==> src/rtl/char_queue_to_stack_mover_core_defines.svh <==
// assertion macros shared by the character queue to stack mover rtl
// expects clk_i and rst_ni in the scope of every use
`ifndef CHAR_QUEUE_TO_STACK_MOVER_CORE_DEFINES_SVH
`define CHAR_QUEUE_TO_STACK_MOVER_CORE_DEFINES_SVH

// condition holds in the same cycle as the trigger
`define CQSM_ASSERT_IMP(lbl, trig, cond, msg) \
  lbl: assert property (@(posedge clk_i) disable iff (!rst_ni) (trig) |-> (cond)) \
    else $error(msg);

// condition holds in the cycle after the trigger
`define CQSM_ASSERT_NXT(lbl, trig, cond, msg) \
  lbl: assert property (@(posedge clk_i) disable iff (!rst_ni) (trig) |=> (cond)) \
    else $error(msg);

`endif

==> src/rtl/cqsm_pkg.sv <==
// shared types, codes and default sizes for the queue to stack mover
// no dependencies
`default_nettype none

package cqsm_pkg;

  // default store depths
  localparam int unsigned Q_DEPTH_DEF = 512;
  localparam int unsigned S_DEPTH_DEF = 512;

  // field widths
  localparam int unsigned CNT_W  = 10;
  localparam int unsigned CHAR_W = 8;
  localparam int unsigned OP_W   = 2;
  localparam int unsigned STAT_W = 2;

  // stream word widths, padded to whole bytes
  localparam int unsigned IN_DATA_W  = 24;
  localparam int unsigned OUT_DATA_W = 48;

  // entries in the command queue between front and back
  localparam int unsigned CMDQ_DEPTH = 2;

  // opcodes on the request side
  localparam logic [OP_W-1:0] OP_APPEND = 2'd0;
  localparam logic [OP_W-1:0] OP_MOVE   = 2'd1;
  localparam logic [OP_W-1:0] OP_DELETE = 2'd2;

  // status codes on the result side
  localparam logic [STAT_W-1:0] STAT_OK   = 2'd0;
  localparam logic [STAT_W-1:0] STAT_FULL = 2'd1;
  localparam logic [STAT_W-1:0] STAT_CLIP = 2'd2;

  // classified command kind
  typedef enum logic [1:0] {
    K_APPEND,
    K_MOVE,
    K_DELETE,
    K_NOP
  } kind_e;

  typedef struct packed {
    kind_e             kind;
    logic [CHAR_W-1:0] ch;
    logic [CNT_W-1:0]  cnt;
  } cmd_t;

  typedef struct packed {
    logic [STAT_W-1:0] status;
    logic [CHAR_W-1:0] stack_top;
    logic [CHAR_W-1:0] queue_front;
    logic [CNT_W-1:0]  done_count;
    logic [CNT_W-1:0]  stack_count;
    logic [CNT_W-1:0]  queue_count;
  } res_t;

endpackage

`default_nettype wire

==> src/rtl/cqsm_front.sv <==
// front end: accepts requests, decodes the opcode and queues commands
// depends on cqsm_pkg and the assertion macro header
`default_nettype none
`include "char_queue_to_stack_mover_core_defines.svh"

module cqsm_front import cqsm_pkg::*; (
  input  wire logic                 clk_i,
  input  wire logic                 rst_ni,
  input  wire logic                 s_axis_tvalid,
  output logic                      s_axis_tready,
  input  wire logic [IN_DATA_W-1:0] s_axis_tdata,  // char_in, count
  input  wire logic [OP_W-1:0]      s_axis_tuser,  // op
  output logic                      cmd_valid_o,
  output cmd_t                      cmd_o,
  input  wire logic                 cmd_ready_i
);

  localparam int unsigned PW = $clog2(CMDQ_DEPTH);
  localparam int unsigned CW = $clog2(CMDQ_DEPTH + 1);

  cmd_t           slot_q [CMDQ_DEPTH];
  logic [PW-1:0]  wptr_q, wptr_d;
  logic [PW-1:0]  rptr_q, rptr_d;
  logic [CW-1:0]  fill_q, fill_d;
  kind_e          kind;
  cmd_t           in_cmd;
  logic           push;
  logic           pop;

  // opcode decode
  always_comb begin
    unique case (s_axis_tuser)
      OP_APPEND: kind = K_APPEND;
      OP_MOVE:   kind = K_MOVE;
      OP_DELETE: kind = K_DELETE;
      default:   kind = K_NOP;
    endcase
  end

  assign in_cmd.kind = kind;
  assign in_cmd.ch   = s_axis_tdata[0 +: CHAR_W];
  assign in_cmd.cnt  = s_axis_tdata[CHAR_W +: CNT_W];

  assign s_axis_tready = (fill_q != CW'(CMDQ_DEPTH));
  assign cmd_valid_o   = (fill_q != '0);
  assign cmd_o         = slot_q[rptr_q];

  assign push = s_axis_tvalid && s_axis_tready;
  assign pop  = cmd_valid_o && cmd_ready_i;

  // pointer and fill update
  always_comb begin
    wptr_d = wptr_q;
    rptr_d = rptr_q;
    fill_d = fill_q;
    if (push) begin
      wptr_d = (wptr_q == PW'(CMDQ_DEPTH - 1)) ? '0 : wptr_q + 1'b1;
    end
    if (pop) begin
      rptr_d = (rptr_q == PW'(CMDQ_DEPTH - 1)) ? '0 : rptr_q + 1'b1;
    end
    if (push && !pop) begin
      fill_d = fill_q + 1'b1;
    end else if (pop && !push) begin
      fill_d = fill_q - 1'b1;
    end
  end

  always_ff @(posedge clk_i or negedge rst_ni) begin
    if (!rst_ni) begin
      wptr_q <= '0;
      rptr_q <= '0;
      fill_q <= '0;
    end else begin
      wptr_q <= wptr_d;
      rptr_q <= rptr_d;
      fill_q <= fill_d;
    end
  end

  // command slots
  always_ff @(posedge clk_i) begin
    if (push) begin
      slot_q[wptr_q] <= in_cmd;
    end
  end

  `CQSM_ASSERT_IMP(a_fill_bound, 1'b1, fill_q <= CW'(CMDQ_DEPTH), "command queue overfilled")
  `CQSM_ASSERT_NXT(a_fill_up, push && !pop, fill_q == $past(fill_q) + 1'b1, "fill not raised")
  `CQSM_ASSERT_NXT(a_fill_dn, pop && !push, fill_q == $past(fill_q) - 1'b1, "fill not lowered")

endmodule

`default_nettype wire

==> config.mk <==
export PLATFORM = sky130hd
export DESIGN_NAME = cqsm_front
export DESIGN_NICKNAME = d
export VERILOG_FILES = /design/src/rtl/cqsm_pkg.sv /design/src/rtl/cqsm_front.sv
export VERILOG_INCLUDE_DIRS = /design/src /design/src/rtl
export SDC_FILE = /design/constraint.sdc
export NUM_CORES = 1
export LEC_CHECK = 0
export BUFFER_PORTS_ARGS = -buffer_cell sky130_fd_sc_hd__buf_2
export CAP_MARGIN = 15
export CELL_PAD_IN_SITES_DETAIL_PLACEMENT = 2
export CELL_PAD_IN_SITES_GLOBAL_PLACEMENT = 2
export CORE_UTILIZATION = 30
export DETAILED_ROUTE_END_ITERATION = 7
export GPL_TIMING_DRIVEN = 1
export MAX_ROUTING_LAYER = met4
export PLACE_DENSITY = 0.78
export SLEW_MARGIN = 25
export SYNTH_ARGS = -nofsm -noshare
export SYNTH_HDL_FRONTEND = slang
export SYNTH_SLANG_ARGS = --single-unit
==> constraint.sdc <==
create_clock -name clk_i -period 1.8 [get_ports clk_i]
set_input_delay 0.27 -clock clk_i [delete_from_list [all_inputs] [get_ports clk_i]]
set_output_delay 0.27 -clock clk_i [all_outputs]
set_load 0.02 [all_outputs]
## Yosys cells after proc, flatten, opt, wreduce, memory -nomap -nowiden

Memory sizes are Yosys's and may differ from the RTL's.
Index checks and enable logic that the tools add are counted.

- Register bits after elaboration: 4
- Memory bits (writable): 40
- Memories kept: 1

- Add/subtract/negate cells: 4
- Eq/ne operators: 3
- Multiplexer cells: 7
- Reduce and logical (&&, ||, !) cells: 9

Memories:

| name | words | width | read ports | clocked after memory_dff | write ports | RTL line | source |
|---|---|---|---|---|---|---|---|
| slot_q | 2 | 20 | 1 | 0 | 1 | cqsm_front.sv:21 | `cmd_t slot_q [CMDQ_DEPTH];` |

Operators with widths:

| kind | count |
|---|---|
| case mux 2 bit (3 select lines) | 1 |
| logical AND 1 bit | 4 |
| 2-to-1 mux 1 bit | 4 |
| 2-to-1 mux 2 bit | 2 |
| nonzero test 2 bit | 2 |
| adder 1 bit (second input constant) | 2 |
| adder 2 x 1 -> 2 bit (second input constant) | 1 |
| equality test 2 x 1 -> 1 bit (second input constant) | 1 |
| equality test 2 bit (second input constant) | 1 |
| logical NOT 1 bit | 2 |
| logical NOT 2 bit | 1 |
| inequality test 2 bit (second input constant) | 1 |
| subtractor 2 x 1 -> 2 bit (second input constant) | 1 |

## Logic depth before layout (Yosys ltp)

- Depth in word-level cells: 6
- Gate-level depth with buffers: 7

## Worst setup path before layout

No wires, ideal clock.

- Kind: reg-to-reg
- Start point: reg fill_q[0]
- End point: mem slot_q[0][0] (netlist name) (enable)
- Setup time: 397 ps
- Data arrival time: 1541 ps
- Setup slack: -138 ps
- Cell stages (with the launch flop): 4
- Buffers on the path: 0
- Clock period less this slack: 1938 ps
- Cells stage by stage: dfrtp_1 > nand2b_4 > nand2_1 > nor2_1

- Cells in the longest elaborated chain, start to end: 4

RTL lines:

| element | RTL line | source |
|---|---|---|
| start, declared | cqsm_front.sv:24 | `logic [CW-1:0] fill_q, fill_d;` |
| start signal, assigned | cqsm_front.sv:77 | `fill_q <= fill_d;` |
| inequality test 2 bit | cqsm_front.sv:44 | `assign s_axis_tready = (fill_q != CW'(CMDQ_DEPTH));` |
| via s_axis_tready | cqsm_front.sv:10 | `output logic s_axis_tready,` |
| logical AND 1 bit | cqsm_front.sv:48 | `assign push = s_axis_tvalid && s_axis_tready;` |
| 2-to-1 mux 1 bit | cqsm_front.sv:83 | `if (push) begin` |
| 2-to-1 mux 1 bit (implied by the code) | cqsm_front.sv:84 | `slot_q[wptr_q] <= in_cmd;` |
| end, declared | cqsm_front.sv:21 |  |

The timed path passes the listed nets, and every way through them passes these cells.

==> impl_metrics.py <==
metrics = {
    "synthesis": {
        "async_reset_ff_share_pct": 9.09,
        "synth.area.top_cells": "edfxtp_1 72%, mux2_2 13%, dfrtp_1 6.0%, clkbuf_8 1.6%, xnor2_1 1.6%",
        "synthFlopType": "edfxtp_1",
        "synth_mux_area_share_pct": 13.5,
        "synthesis.area_um2": 1670,
        "synth_top_area_share_pct": 71.8,
        "syn_inst": 82,
        "yosys-top-cells-count": "40 x edfxtp_1, 20 x mux2_2, 4 x dfrtp_1",
        "yosys.area_share.simple_pct": 3.07,
        "yosysMostFrequentCell": "edfxtp_1",
        "synth.distinct_cells": 15,
        "ys_warn_count": 0,
        "synth_xor_area_share_pct": 2.62,
        "synth_fa_ha_area_share_pct": 0.748,
        "synth_nets": 113,
        "synth_top_family_by_area": "multiplexers",
        "synth-seq-cells": 44,
        "synth_compound_area_share_pct": 0,
        "synth_edf_count": 40,
        "postSynthAreaPerCell_um2": 20.4,
        "yosysSeqAreaShare_pct": 77.8,
        "yosys.area.top_type": "edfxtp_1",
    },
    "timing": {
        "min_period_over_period_pct": 93.2,
        "slew_violations": 0,
        "finalCriticalPeriod_ps": 1680,
        "worstMarginPinSlew_ps": 245,
        "final_hold_viol_count": 0,
        "max_freq_mhz": 596,
        "setup_viol": 0,
        "relSlewSlack_pct": 83.6,
        "grt_setup_unrepaired": "no",
        "fin_skew_ps": 6.08,
        "finalSetupTns_ps": 0,
    },
    "global_routing": {
        "grt_max_degree": 15,
        "grt_pass1_wl_um": 5200,
        "grtUsageTotal_pct": 12.7,
        "globalRouteOverflowTotal": 0,
        "antenna_found_initial": 1,
        "grt_pass1_vias": 994,
    },
    "clock_tree": {
        "cts_made_buffers": 5,
        "clk_pin_slew_ps": 80,
        "h-tree-depth": 2,
        "cts_tree": "built",
        "clk_latency_ps": 290,
        "max-clock-path-buffers": 2,
        "cts-resized-gates": 0,
        "clkSinkCount": 44,
        "cts_root_buffer": "clkbuf_8",
    },
    "setup_path": {
        "startpoint_type": "flip-flop",
        "cp_slowest_cell": "mux2_2",
        "endpoint": "cmd_o[0]",
        "crit_buf_inv": 2,
        "reg2reg_to": "fill_q[1]",
        "r2r_cells": 6,
        "crit_start": "rptr_q",
        "path_cells": "buf_4, mux2_2, buf_2",
        "max_stage_delay_ps": 370,
        "critPathMaxFanout": 13,
        "worstPathRequired_ps": 1530,
        "end_kind": "output pin",
        "path_class": "flip-flop to output pin",
        "r2r_start": "fill_q[0]",
        "arrival_ps": 1410,
        "cp_num_cells": 3,
        "rrSetupSlack_ps": 290,
        "worst_path_dominant_cell_family": "buffers and inverters",
    },
    "power_and_ir_drop": {
        "peakVddDrop_mv": 0.697,
        "p_per_area_nw_per_um2": 1640,
        "p_leak_nw": 0.815,
        "power.total_mw": 3.43,
    },
    "detailed_routing": {
        "via_count": 878,
        "dr.first_iter.drc_count": 64,
        "drc": 0,
        "wl_per_cell_um": 15.8,
        "ant_nets": 0,
        "drt-pass1-iter-count": 3,
        "via_per_inst": 4.20,
        "drt-total-wl_um": 3290,
    },
    "min_path": {
        "hold_path.startpoint": "s_axis_tdata[17]",
        "hold_class": "input port to flip-flop",
        "hold_depth": 1,
    },
    "placed_design": {
        "place.gp.congestion": 0.614,
        "portBuffers": 45,
        "place_area_um2": 2000,
        "hpwl_um": 2400,
    },
    "cells_and_area": {
        "postLayoutCoreUtil_pct": 40.1,
        "final_area_um2": 2100,
        "fillers": 523,
        "area_growth_pct": 25.4,
        "nets": 168,
        "drive_above_1_share_pct": 60.1,
    },
    "floorplanning": {
        "die_h_um": 76.7,
        "placementRows": 26,
        "num_io_pins": 52,
        "die-area_um2": 5880,
        "die_w_um": 76.7,
        "initial_core_util_pct": 31.9,
        "core_um2": 5240,
    },
    "status": {
        "outcome": "finished, final reports clean",
    },
    "run": {
        "max_cap_viol_count": 0,
    },
}
how the worst min path moves through the flow:
stage                              end  slack [ps]
after detailed placement        wptr_q          90
after CTS                 slot_q[0][9]         140
final                     slot_q[0][9]         160
after global routing      slot_q[1][4]         130
after floorplan              fill_q[0]         -30
after global placement       fill_q[0]          80
kinds of logic (layout without fill, tap and decap cells):
logic type,count (synthesis),count (layout)
other cells,0,1
flops,44,44
mux,20,20
simple gates,7,7
buf+inv,5,61
xor+xnor,5,5
fa+ha+maj,1,1
power by group:
part	internal, mW	switching [mW]
registers	1.41	0.101
clock network	0.271	0.341
logic	0.557	0.758
total	2.23	1.20
worst register-to-register path: stages (launching register included):
cell and delay (ps):
dfrtp_1 450, nand2b_4 180, nand2_1 140, inv_1 70
ha_1 330, nor2_1 140, xor2_1 140
what timing repair did:
item | CTS | global route
buffers inserted | 0 | 0
hold buffers | 1 | 0
hold endpoints to repair | 4 | 0
routing by layer:
layer  up-vias  part of all wire, %  GRT usage, %  wire length [um]
li1        414                    -             -                 -
met5         -                    0             -                 0
met3         5                  6.3          5.83               207
met2        33                   52          22.1              1730
met4         0                  1.4          4.04                47
met1       426                   40          12.6              1310
flip-flops by register name (all words and copies together) (netlist names):
register	cells
fill_q	2
rptr_q	1
slot_q	40
wptr_q	1
layout make-up:
cell class | instances | area [um^2] | share of cell area (%)
sequential | 44 | 1300 | 62.0
timing repair buffer | 52 | 280 | 13.4
antenna | 1 | 2.50 | 0.119
clock buffer | 5 | 68.8 | 3.28
inverter | 1 | 3.75 | 0.179
tap | 70 | 87.6 | 4.17
multi-input combinational | 33 | 335 | 16.0
clock inverter | 3 | 18.8 | 0.894
per-stage QoR:
| stage | setup slack [ps] | hold slack (ps) | cells |
|---|---|---|---|
| 4_1_cts | 85.0 | 140 | 208 |
| 2_1_floorplan | 183 | -25.6 | 82 |
| 3_5_place_dp | 286 | 85.6 | 199 |
| 6_report | 122 | 156 | 209 |
| 3_3_place_gp | 375 | 78.9 | 199 |
| 5_1_grt | 33.8 | 134 | 209 |
cells in the final DEF (no fill, tap or decap), drive strengths merged, types with 2 or more instances in the layout:
master / count
buf: 51
edfxtp: 40
mux2: 20
clkbuf: 5
dfrtp: 4
xnor2: 3
clkinv: 3
xor2: 2
nand2: 2
nor2: 2
Power figures use the tool's default switching activity.
